### src/rtl/core/btha_pkg.sv
// Shared types and constants of the boundary-tag heap allocator.
// Used by btha_ctrl, btha_dp and boundary_tag_heap_allocator; no dependencies.
package btha_pkg;

	localparam logic [31:0] TAG_MASK  = 32'hFFFF_FFF8;
	localparam logic [31:0] MIN_BLOCK = 32'd16;
	localparam logic [31:0] INIT_BRK  = 32'd4112;
	localparam logic [16:0] CHUNK_RST = 17'd4096;
	localparam logic [16:0] LIMIT_RST = 17'd65536;

	localparam logic [1:0] ST_DONE = 2'd0;
	localparam logic [1:0] ST_IGN  = 2'd1;
	localparam logic [1:0] ST_OOM  = 2'd2;

	localparam logic OP_ALLOC = 1'b0;
	localparam logic OP_FREE  = 1'b1;

	localparam logic CFG_CHUNK = 1'b0;
	localparam logic CFG_LIMIT = 1'b1;

	typedef enum logic [5:0] {
		C_NOP, C_CLR, C_DEC, C_IGN,
		C_F_RD, C_F_W1, C_F_W2,
		C_M_RD1, C_M_RD2, C_M_RD3, C_M_RD4, C_M_RD5, C_M_EVAL,
		C_M_A1, C_M_A2, C_M_B1, C_M_B2, C_M_C1, C_M_C2, C_M_C3,
		C_FF_CHK, C_FF_EV, C_X_CHK, C_X_W2, C_X_W3,
		C_P_RD, C_P_EV, C_P_S2, C_P_S3, C_P_S4, C_P_N2, C_FIN
	} cmd_t;

	typedef struct packed {
		cmd_t cmd;
		logic take;
		logic load_out;
	} ctl_t;

	typedef struct packed {
		logic is_free;
		logic ign;
		logic bp_gt_brk;
		logic ff_fit;
		logic ff_stop;
		logic pu;
		logic nu;
		logic oom;
		logic split;
		logic clr_last;
	} sts_t;

	// Contents of a word after reset: prologue, one 4096-byte free block, epilogue.
	function automatic logic [31:0] init_word(input logic [31:0] idx);
		logic [31:0] v;
		v = '0;
		if (idx == 32'd1 || idx == 32'd2) v = 32'd9;
		else if (idx == 32'd3 || idx == 32'd1026) v = 32'd4096;
		else if (idx == 32'd1027) v = 32'd1;
		return v;
	endfunction

endpackage

### src/rtl/core/btha_ctrl.sv
// Sequencer of the heap allocator: walks the micro-op steps of each transaction.
// Depends on btha_pkg; drives btha_dp through ctl_t, reads sts_t.
module btha_ctrl (
	input  logic            clk,
	input  logic            arst_n,
	input  logic            in_valid,
	output logic            in_ready,
	output logic            out_valid,
	input  logic            out_ready,
	input  btha_pkg::sts_t  sts,
	output btha_pkg::ctl_t  ctl
);

	typedef enum logic [1:0] {S_CLEAR, S_IDLE, S_BUSY} state_t;

	state_t         state_q;
	btha_pkg::cmd_t cmd_q;
	logic           out_valid_q;
	logic           take;
	logic           load_out;
	btha_pkg::cmd_t merge_done;

	assign take      = in_valid && (state_q == S_IDLE);
	assign load_out  = (cmd_q == btha_pkg::C_FIN) && (!out_valid_q || out_ready);
	assign in_ready  = (state_q == S_IDLE);
	assign out_valid = out_valid_q;
	assign ctl       = '{cmd: cmd_q, take: take, load_out: load_out};
	// after a merge, a free is finished; an allocate goes on to placement
	assign merge_done = sts.is_free ? btha_pkg::C_FIN : btha_pkg::C_P_RD;

	always_ff @(posedge clk or negedge arst_n) begin
		if (!arst_n) begin
			state_q     <= S_CLEAR;
			cmd_q       <= btha_pkg::C_CLR;
			out_valid_q <= 1'b0;
		end else begin
			if (load_out)       out_valid_q <= 1'b1;
			else if (out_ready) out_valid_q <= 1'b0;
			unique case (state_q)
				S_CLEAR: begin
					if (sts.clr_last) begin
						state_q <= S_IDLE;
						cmd_q   <= btha_pkg::C_NOP;
					end
				end
				S_IDLE: begin
					if (take) begin
						state_q <= S_BUSY;
						cmd_q   <= btha_pkg::C_DEC;
					end
				end
				S_BUSY: begin
					unique case (cmd_q)
						btha_pkg::C_DEC: begin
							if (sts.ign)          cmd_q <= btha_pkg::C_IGN;
							else if (sts.is_free) cmd_q <= btha_pkg::C_F_RD;
							else                  cmd_q <= btha_pkg::C_FF_CHK;
						end
						btha_pkg::C_IGN:   cmd_q <= btha_pkg::C_FIN;
						btha_pkg::C_F_RD:  cmd_q <= btha_pkg::C_F_W1;
						btha_pkg::C_F_W1:  cmd_q <= btha_pkg::C_F_W2;
						btha_pkg::C_F_W2:  cmd_q <= btha_pkg::C_M_RD1;
						btha_pkg::C_M_RD1: cmd_q <= btha_pkg::C_M_RD2;
						btha_pkg::C_M_RD2: cmd_q <= btha_pkg::C_M_RD3;
						btha_pkg::C_M_RD3: cmd_q <= btha_pkg::C_M_RD4;
						btha_pkg::C_M_RD4: cmd_q <= btha_pkg::C_M_RD5;
						btha_pkg::C_M_RD5: cmd_q <= btha_pkg::C_M_EVAL;
						btha_pkg::C_M_EVAL: begin
							priority if (sts.pu && sts.nu) cmd_q <= merge_done;
							else if (sts.pu)               cmd_q <= btha_pkg::C_M_A1;
							else if (sts.nu)               cmd_q <= btha_pkg::C_M_B1;
							else                           cmd_q <= btha_pkg::C_M_C1;
						end
						btha_pkg::C_M_A1:  cmd_q <= btha_pkg::C_M_A2;
						btha_pkg::C_M_A2:  cmd_q <= merge_done;
						btha_pkg::C_M_B1:  cmd_q <= btha_pkg::C_M_B2;
						btha_pkg::C_M_B2:  cmd_q <= merge_done;
						btha_pkg::C_M_C1:  cmd_q <= btha_pkg::C_M_C2;
						btha_pkg::C_M_C2:  cmd_q <= btha_pkg::C_M_C3;
						btha_pkg::C_M_C3:  cmd_q <= merge_done;
						btha_pkg::C_FF_CHK: begin
							if (sts.bp_gt_brk) cmd_q <= btha_pkg::C_X_CHK;
							else               cmd_q <= btha_pkg::C_FF_EV;
						end
						btha_pkg::C_FF_EV: begin
							priority if (sts.ff_fit) cmd_q <= btha_pkg::C_P_RD;
							else if (sts.ff_stop)    cmd_q <= btha_pkg::C_X_CHK;
							else                     cmd_q <= btha_pkg::C_FF_CHK;
						end
						btha_pkg::C_X_CHK: begin
							if (sts.oom) cmd_q <= btha_pkg::C_FIN;
							else         cmd_q <= btha_pkg::C_X_W2;
						end
						btha_pkg::C_X_W2:  cmd_q <= btha_pkg::C_X_W3;
						btha_pkg::C_X_W3:  cmd_q <= btha_pkg::C_M_RD1;
						btha_pkg::C_P_RD:  cmd_q <= btha_pkg::C_P_EV;
						btha_pkg::C_P_EV: begin
							if (sts.split) cmd_q <= btha_pkg::C_P_S2;
							else           cmd_q <= btha_pkg::C_P_N2;
						end
						btha_pkg::C_P_S2:  cmd_q <= btha_pkg::C_P_S3;
						btha_pkg::C_P_S3:  cmd_q <= btha_pkg::C_P_S4;
						btha_pkg::C_P_S4:  cmd_q <= btha_pkg::C_FIN;
						btha_pkg::C_P_N2:  cmd_q <= btha_pkg::C_FIN;
						btha_pkg::C_FIN: begin
							if (load_out) begin
								state_q <= S_IDLE;
								cmd_q   <= btha_pkg::C_NOP;
							end
						end
						default: begin
							state_q <= S_IDLE;
							cmd_q   <= btha_pkg::C_NOP;
						end
					endcase
				end
				default: begin
					state_q <= S_IDLE;
					cmd_q   <= btha_pkg::C_NOP;
				end
			endcase
		end
	end

endmodule

### config.mk
export PLATFORM = sky130hd
export DESIGN_NAME = btha_ctrl
export DESIGN_NICKNAME = d
export VERILOG_FILES = /design/src/rtl/core/btha_pkg.sv /design/src/rtl/core/btha_ctrl.sv
export SDC_FILE = /design/constraint.sdc
export NUM_CORES = 1
export LEC_CHECK = 0
export CORE_UTILIZATION = 62
export DETAILED_ROUTE_END_ITERATION = 10
export DONT_BUFFER_PORTS = 1
export PLACE_DENSITY = 0.78
export SETUP_SLACK_MARGIN = 0.02
export SYNTH_ARGS = -nofsm -noshare
export SYNTH_HDL_FRONTEND = slang
export SYNTH_SLANG_ARGS = --single-unit
### constraint.sdc
create_clock -name clk -period 2.4 [get_ports clk]
set_clock_uncertainty 0.15 [all_clocks]
set_input_delay 0.48 -clock clk [delete_from_list [all_inputs] [get_ports clk]]
set_output_delay 0.48 -clock clk [all_outputs]
set_load 0.01 [all_outputs]
==> results_dict.tcl, run 1 <==
set metrics [dict create \
    synth_cell_types 53 \
    pin_count 24 \
    cts_made_buffers 3 \
    root_buffer "clkbuf_4" \
    synth_fa_ha_area_frac 0.0836 \
    cts_tree "done" \
    cts_sinks 8 \
    syn-num-nets 151 \
    critical_path_required_ns 1.77 \
    hold_viol 0 \
    fin_nets 151 \
    die_area_um2 1810 \
    post-dp-hpwl_um 1750 \
    rsz0062_at_grt "false" \
    grt_max_degree 22 \
    drtIter0Drc 30 \
    synth_top_family_by_area "compound AO/OA/AOI/OAI gates" \
    ys_warn_count 0 \
    drv_cap 0 \
    period_needed_ns 2.29 \
    overflow 0 \
    ys_seq_elements 8 \
    powerDensity_nw_per_um2 586 \
    drc 0 \
    async_flop_share 1.00 \
    syn_inst 131 \
    rows 14 \
    yosys.cell_count.top_type "inv_1" \
    synth_edf_count 0 \
    syn_area_per_cell_um2 7.77 \
    cp-end-kind "output port" \
    r2r_slack_ns 0.30 \
    critPathLaunchType "flop" \
    intPower_uw 365 \
    dr.pass1.iters 4 \
    clk_pin_slew_ns 0.06 \
    grt_pass1_vias 885 \
    ys.flop_type "dfrtp_1" \
    initial_core_util 0.667 \
    crit_end "ctl[0]" \
    place_area_um2 1020 \
    p_switching_uw 257 \
    grt_pass1_wl_um 4100 \
    h-tree-depth 1 \
    r2r_end "state_q[1]" \
    p_seq_frac 0.303 \
    syn2layout_area_growth_pct 4.31 \
    core_um2 1520 \
    crit_fanout 18 \
    ant_nets 0 \
    synth_xor_area_frac 0 \
    yosysSeqAreaShare 0.198 \
    switching_share 0.413 \
    hold_class "input pin to flop" \
    irDropWorstVdd_uv 535 \
    n_antenna_cell 0 \
    dieHeight_um 42.5 \
    final_area_um2 1060 \
    grt_use_total 0.298 \
    synthTopCellsByArea "dfrtp_1, ha_1, o21ai_0" \
    synth.largest_area_cell "dfrtp_1" \
    synth.area.mux_share 0.0246 \
    wl_per_cell_um 15.9 \
    synth_compound_area_frac 0.348 \
    clk_latency_ns 0.26 \
    combPwrFrac 0.517 \
    cts_setup_buffers 0 \
    viasPerCell 6.42 \
    wl_um 2320 \
    synth_top_area_share 0.172 \
    worst_r2r_startpoint "cmd_q[0]" \
    antenna_found_initial 0 \
    portBuffers 0 \
    crit_type "flop to output port" \
    layout-drive-gt1-share 0.154 \
    gp_congestion 0.885 \
    synth_commonest_cells "inv_1, o21ai_0, nand2_1" \
    min_from "out_ready" \
    synth.cell_area_um2 1020 \
    worstRegToRegCells 5 \
    synth-simple-area-share 0.235 \
    vias 938 \
    fmax_mhz 437 \
    tns_ns 0 \
    cts.path.max_buffers 2 \
    die_x_um 42.5 \
    fillers 121 \
    setup.worst_path.start "cmd_q[0]" \
    setup_violations 0 \
    slew_viol_final 0 \
    pwr-share-clk 0.180 \
    p_leak_uw 0.000445 \
    status "complete, no violations" \
    period_share 0.952 \
    cp.arrival_ns 1.66 \
]
## logic make-up after synthesis
logic type,after synthesis
compound gates,46
flops,8
buf+inv,24
fa+ha+maj,7
simple gates,43
other cells,1
mux,2
## layout make-up
| cell class | instances | area (um^2) | share of cell area |
|---|---|---|---|
| Multi-Input combinational cell | 99 | 709 | 0.669 |
| Sequential cell | 8 | 205 | 0.193 |
| Timing Repair Buffer | 7 | 55.1 | 0.0519 |
| Inverter | 12 | 45.0 | 0.0425 |
| Clock buffer | 4 | 26.3 | 0.0248 |
| Tap cell | 16 | 20.0 | 0.0189 |
## layer usage
| metal | track usage | vias up | part of all wire |
|---|---|---|---|
| met5 | 0 | - | 0 |
| met4 | 0.0813 | 0 | 0.019 |
| met3 | 0.0862 | 6 | 0.072 |
| met2 | 0.434 | 34 | 0.46 |
| met1 | 0.430 | 431 | 0.45 |
| li1 | - | 467 | - |
## worst max-delay path: stages (launching register included)
cell and delay [ns]:
dfstp_4 0.72, nand2_2 0.09, or3_4 0.42, nor2_2 0.17
## state kept, by name, summed over array words and instances (netlist names)
| signal | flops |
|---|---|
| state_q | 2 |
| cmd_q | 5 |
| out_valid | 1 |
## per-stage QoR
stage	power (uW)	util	hold WS, ns	worst slack (ns)	cells
after floorplan	447	-	0.0344	0.447	131
after global placement	487	0.668	0.0346	0.329	141
after detailed placement	499	0.668	0.0346	0.297	141
after CTS	619	0.692	0.182	0.0514	146
after global routing	674	0.696	0.182	0.0501	146
final	622	0.696	0.177	0.114	146
## worst min path at each step
stage / endpoint / slack (ns) / cells after the start
floorplan: cmd_q[1] / 0.03 / 0
global placement: state_q[1] / 0.03 / 0
detailed placement: state_q[1] / 0.03 / 0
CTS: out_valid / 0.18 / 1
global route: out_valid / 0.18 / 1
finish: out_valid / 0.18 / 1
## placed cells by master (no fill, tap or decap), types with 2 or more instances in the layout
cell / Yosys / routed
nor2_2: 1 / 2
nand2_1: 10 / 10
o31ai_1: 2 / 2
nor2b_1: 7 / 7
a21oi_1: 6 / 6
and2_1: 2 / 2
nand3_1: 2 / 2
dfrtp_1: 7 / 7
a211o_1: 2 / 2
a41oi_1: 2 / 2
a221o_1: 2 / 2
clkbuf_4: 0 / 3
o21ai_0: 11 / 11
nand2b_1: 5 / 5
nor2_1: 6 / 5
a211oi_1: 3 / 3
ha_1: 6 / 6
buf_4: 3 / 6
inv_1: 12 / 12
a22oi_1: 2 / 2
## power groups by stage
stage / clock, uW / combinational (uW) / sequential, uW
final: 112 / 321 / 189
after global routing: 124 / 356 / 193
after CTS: 113 / 318 / 188
after detailed placement: 0 / 309 / 190
after global placement: 0 / 298 / 189
after floorplan: 0 / 268 / 179
## timing repair
action / CTS / global route
endpoints found under the setup margin: 0 / 1
hold endpoints to repair: 8 / 0
hold buffers: 1 / 0
gates resized for setup: 0 / 2
No activity file was read; power rests on OpenSTA's default activity.
==> inputs of run 2 (changes only) <==
==> constraint.sdc (replaced) <==
create_clock -name clk -period 2.4 [get_ports clk]
set_clock_uncertainty 0.15 [all_clocks]
set_input_delay 0.12 -clock clk [delete_from_list [all_inputs] [get_ports clk]]
set_output_delay 0.12 -clock clk [all_outputs]
set_load 0.01 [all_outputs]
==> run 2 against run 1 <==
  * Global-route usage decreased by 0.74 points
  * Cell area decreased by 0.35%
  * Die area unchanged
  * Utilization decreased by 0.25 points
  * Hold slack got worse by 0.14 ns
  * Power increased by 0.53%
  * Sequential share of layout area decreased by 0.29 points
  * Wire length increased by 6.6%
  * Combinational power decreased by 3%
  * Worst setup slack improved by 0.16 ns
  * Clock power increased by 4%
  * Critical endpoint is now state_q[1]
==> results_dict.tcl, run 2 (same netlist as run 1, synthesis figures left out) <==
set metrics [dict create \
    status "complete, no violations" \
    cts_made_buffers 3 \
    fin_nets 151 \
    drc 0 \
    cts_tree "done" \
    ant_nets 0 \
    wl_per_cell_um 16.9 \
    critPathLaunchType "flop" \
    grt_pass1_wl_um 4000 \
    n_antenna_cell 0 \
    pre_cts_slack_ns 0.291 \
    vias 949 \
    p_leak_uw 0.000443 \
    clk_latency_ns 0.26 \
    worst_pin_slew_ns 0.516 \
    cts.path.max_buffers 2 \
    drv_cap 0 \
    syn2layout_area_growth_pct 3.94 \
    irDropWorstVdd_uv 468 \
    fillers 133 \
    powerDensity_nw_per_um2 591 \
    die_area_um2 1810 \
    core_um2 1520 \
    max_stage_delay_ns 0.72 \
    top_register "cmd_q" \
    intPower_uw 360 \
    gp_congestion 0.837 \
    period_share 0.885 \
    fmax_mhz 471 \
    antenna_found_initial 0 \
    p_switching_uw 265 \
    cts_sinks 8 \
    final_common_cell "inv_1" \
    cp-end-kind "flop" \
    hold_viol 0 \
    critical_path_required_ns 2.40 \
    largest_register_ffs 5 \
    post-dp-hpwl_um 1790 \
    dr.pass1.iters 4 \
    combPwrFrac 0.497 \
    grt_use_total 0.291 \
    layout-drive-gt1-share 0.138 \
    grt_pass1_vias 890 \
    crit_type "flop to flop" \
    p_seq_frac 0.318 \
    crit_buf_inv 0 \
    viasPerCell 6.50 \
    pin_count 24 \
    cp.arrival_ns 2.12 \
    die_x_um 42.5 \
    grt_max_degree 21 \
    crit_family "flip-flops" \
    final_cell_mix "inv_1, o21ai_0, nand2_1, nor2b_1, dfrtp_1" \
    period_needed_ns 2.12 \
    path_cells "nand2_2 -> or3_4 -> o21ai_4 -> nor2_2 -> mux2_4" \
    portBuffers 0 \
    tns_ns 0 \
    timing.final.ws_setup_ns 0.276 \
    drtIter0Drc 40 \
    h-tree-depth 1 \
    hold_class "input pin to flop" \
    crit_fanout 18 \
    overflow 0 \
    slew_viol_final 0 \
    pwr-share-clk 0.185 \
    initial_core_util 0.667 \
    dieHeight_um 42.5 \
    maxSlewHeadroom 0.656 \
    setup_violations 0 \
    rows 14 \
    cts_setup_buffers 0 \
    switching_share 0.424 \
    wl_um 2470 \
    crit_path_top_delay_cell "dfstp_2" \
    rsz0062_at_grt "false" \
    clk_pin_slew_ns 0.06 \
    root_buffer "clkbuf_4" \
]
==> run 2: cell types whose count changed in the layout (fill, tap and decap cells not counted) <==
cell / change
buf_4: -1
dfstp_2: +1
dfstp_4: -1
dlygate4sd3_1: +1
nor2_1: +1
nor2_2: -1
==> run 2: stage by stage <==
step           hold WS [ns]  power [uW]  area, um^2  instances  utilization
2_1_floorplan        -0.326         447        1020        131            -
3_3_place_gp         -0.325         481        1010        140        0.663
3_5_place_dp         -0.325         496        1010        140        0.663
4_1_cts              0.0393         623        1060        146        0.694
5_1_grt              0.0509         666        1060        146        0.694
6_report             0.0376         625        1060        146        0.694
==> run 2: final timing paths <==
| check | slack [ns] | cells past startpoint | from | to |
|---|---|---|---|---|
| min in group asynchronous | 0.05 | 1 | arst_n | cmd_q[1] |
| hold / removal | 0.04 | 2 | sts[9] | cmd_q[4] |
| max in group asynchronous | 1.73 | 1 | arst_n | cmd_q[0] |
| setup / recovery | 0.28 | 5 | cmd_q[0] | state_q[1] |
| hold reg to reg | 0.40 | 1 | state_q[1] | state_q[1] |
| setup reg to reg | 0.28 | 5 | cmd_q[0] | state_q[1] |
==> run 2: timing repair <==
item / 4_1_cts / 5_1_grt
gates resized for setup: 0 / 0
hold endpoints to repair: 9 / 0
hold buffers: 2 / 0
==> run 2: power groups by stage <==
stage               sequential, uW  combinational, uW  clock [uW]
global placement               196                284           0
floorplan                      179                268           0
CTS                            198                308         117
detailed placement             201                295           0
global route                   202                340         124
finish                         199                311         116
==> run 2: metal layers <==
metal  wire, um  GRT usage  vias up
met5          0          0        -
met4          0     0.0625        0
met3        175     0.0905        0
met2       1170      0.446       38
met1       1130      0.402      445
li1           -          -      466
==> run 2: cell type report <==
cell class | instances | area [um^2] | share of cell area
well taps | 16 | 20.0 | 0.0189
flip-flops and latches | 8 | 201 | 0.191
multi-input cells | 99 | 707 | 0.669
repair buffers | 7 | 57.6 | 0.0544
clock buffers | 4 | 26.3 | 0.0249
inverters | 12 | 45.0 | 0.0426
==> inputs of run 3 (changes only) <==
MAX_ROUTING_LAYER = met4   (was not set)
==> run 3 against run 2 <==
  * Global-route usage is 0.80 points higher
  * Largest cell class unchanged
  * Critical path depth stayed put
  * Combinational power hardly changed
  * Critical endpoint unchanged
  * Critical path type unchanged
  * Highest routed layer unchanged
  * First-iteration DRC count is 7.5% lower
  * Power is 0.41% higher
==> results_dict.tcl, run 3 (same netlist as run 1, synthesis figures left out) <==
set metrics [dict create \
    n_antenna_cell 0 \
    portBuffers 0 \
    cts_setup_buffers 0 \
    place_area_um2 1010 \
    hold_class "input pin to flop" \
    cts_made_buffers 3 \
    antenna_found_initial 0 \
    grt_pass1_wl_um 3990 \
    overflow 0 \
    clk_pin_slew_ns 0.06 \
    largest_register_ffs 5 \
    initial_core_util 0.667 \
    top_register "cmd_q" \
    rsz0062_at_grt "false" \
    period_share 0.884 \
    cp-end-kind "flop" \
    cts_sinks 8 \
    grt_pass1_vias 889 \
    critPathLaunchType "flop" \
    drtIter0Drc 37 \
    tns_ns 0 \
    wl_um 2480 \
    fillers 133 \
    drv_cap 0 \
    fin_cells 146 \
    final_cell_mix "inv_1, o21ai_0, nand2_1, nor2b_1, dfrtp_1" \
    setup_violations 0 \
    critical_path_required_ns 2.40 \
    max_stage_delay_ns 0.71 \
    p_leak_uw 0.000443 \
    clk_latency_ns 0.26 \
    wl_per_cell_um 17.0 \
    worst_pin_slew_ns 0.523 \
    pin_count 24 \
    die_area_um2 1810 \
    core_um2 1520 \
    fin_nets 151 \
    viasPerCell 6.62 \
    irDropWorstVdd_uv 472 \
    final_common_cell "inv_1" \
    postLayoutCoreUtil 0.694 \
    gp_congestion 0.850 \
    root_buffer "clkbuf_4" \
    crit_path_top_delay_cell "dfstp_2" \
    fmax_mhz 472 \
    path_cells "nand2_2 -> or3_4 -> o21ai_4 -> nor2_2 -> mux2_4" \
    dr.pass1.iters 4 \
    slew_viol_final 0 \
    powerDensity_nw_per_um2 594 \
    status "complete, no violations" \
    hold_viol 0 \
    crit_fanout 18 \
    maxSlewHeadroom 0.651 \
    cts_tree "done" \
    post-dp-hpwl_um 1790 \
    cts.path.max_buffers 2 \
    final_area_um2 1060 \
    cp.arrival_ns 2.12 \
    placedCellCount 140 \
    drc 0 \
    grt_use_total 0.299 \
    rows 14 \
    crit_type "flop to flop" \
    grt_max_degree 21 \
    h-tree-depth 1 \
    period_needed_ns 2.12 \
    die_x_um 42.5 \
    dieHeight_um 42.5 \
    layout-drive-gt1-share 0.138 \
    ant_nets 0 \
    syn2layout_area_growth_pct 3.94 \
    vias 966 \
]
## run 3: cell type report
class	count	area [um^2]	area share
multi-input cells	99	707	0.669
flip-flops and latches	8	201	0.191
repair buffers	7	57.6	0.0544
inverters	12	45.0	0.0426
clock buffers	4	26.3	0.0249
well taps	16	20.0	0.0189
## run 3: path summary, 6_finish.rpt
check	slack, ns	cells past startpoint	start	to
max in group asynchronous	1.73	1	arst_n	cmd_q[0]
worst min register to register	0.40	1	state_q[1]	state_q[1]
worst max-delay path	0.28	5	cmd_q[0]	state_q[1]
worst max register to register	0.28	5	cmd_q[0]	state_q[1]
min in group asynchronous	0.05	1	arst_n	cmd_q[1]
worst min-delay path	0.04	2	sts[9]	cmd_q[4]
## run 3: report_power, final
part / switching [uW] / leakage (uW) / internal [uW]
clock: 52.8 / 0.0000150 / 64.0
sequential: 40.1 / 0.000103 / 159
combinational: 175 / 0.000326 / 136
total: 268 / 0.000443 / 360
## run 3: metal layers
metal,GRT usage,part of all wire
met2,0.443,0.48
met5,-,0
met3,0.0905,0.087
met1,0.404,0.44
met4,0.0625,0
## run 3: critical path, delay by kind of cell, from the launching register on
family / cells / cell delay [ns]
flops: 1 / 0.71
simple gates: 3 / 0.61
mux: 1 / 0.30
compound gates: 1 / 0.24
## run 3: timing repair
item | 4_1_cts | 5_1_grt
endpoints found under the hold margin | 9 | 0
hold buffers | 2 | 0
resized for setup | 0 | 0
## run 3: stage by stage
stage	power, uW	setup slack (ns)	hold WS [ns]
after floorplan	447	0.453	-0.326
after global placement	481	0.325	-0.325
after detailed placement	496	0.291	-0.325
after CTS	623	0.295	0.0393
after global routing	666	0.214	0.0509
final	628	0.280	0.0373
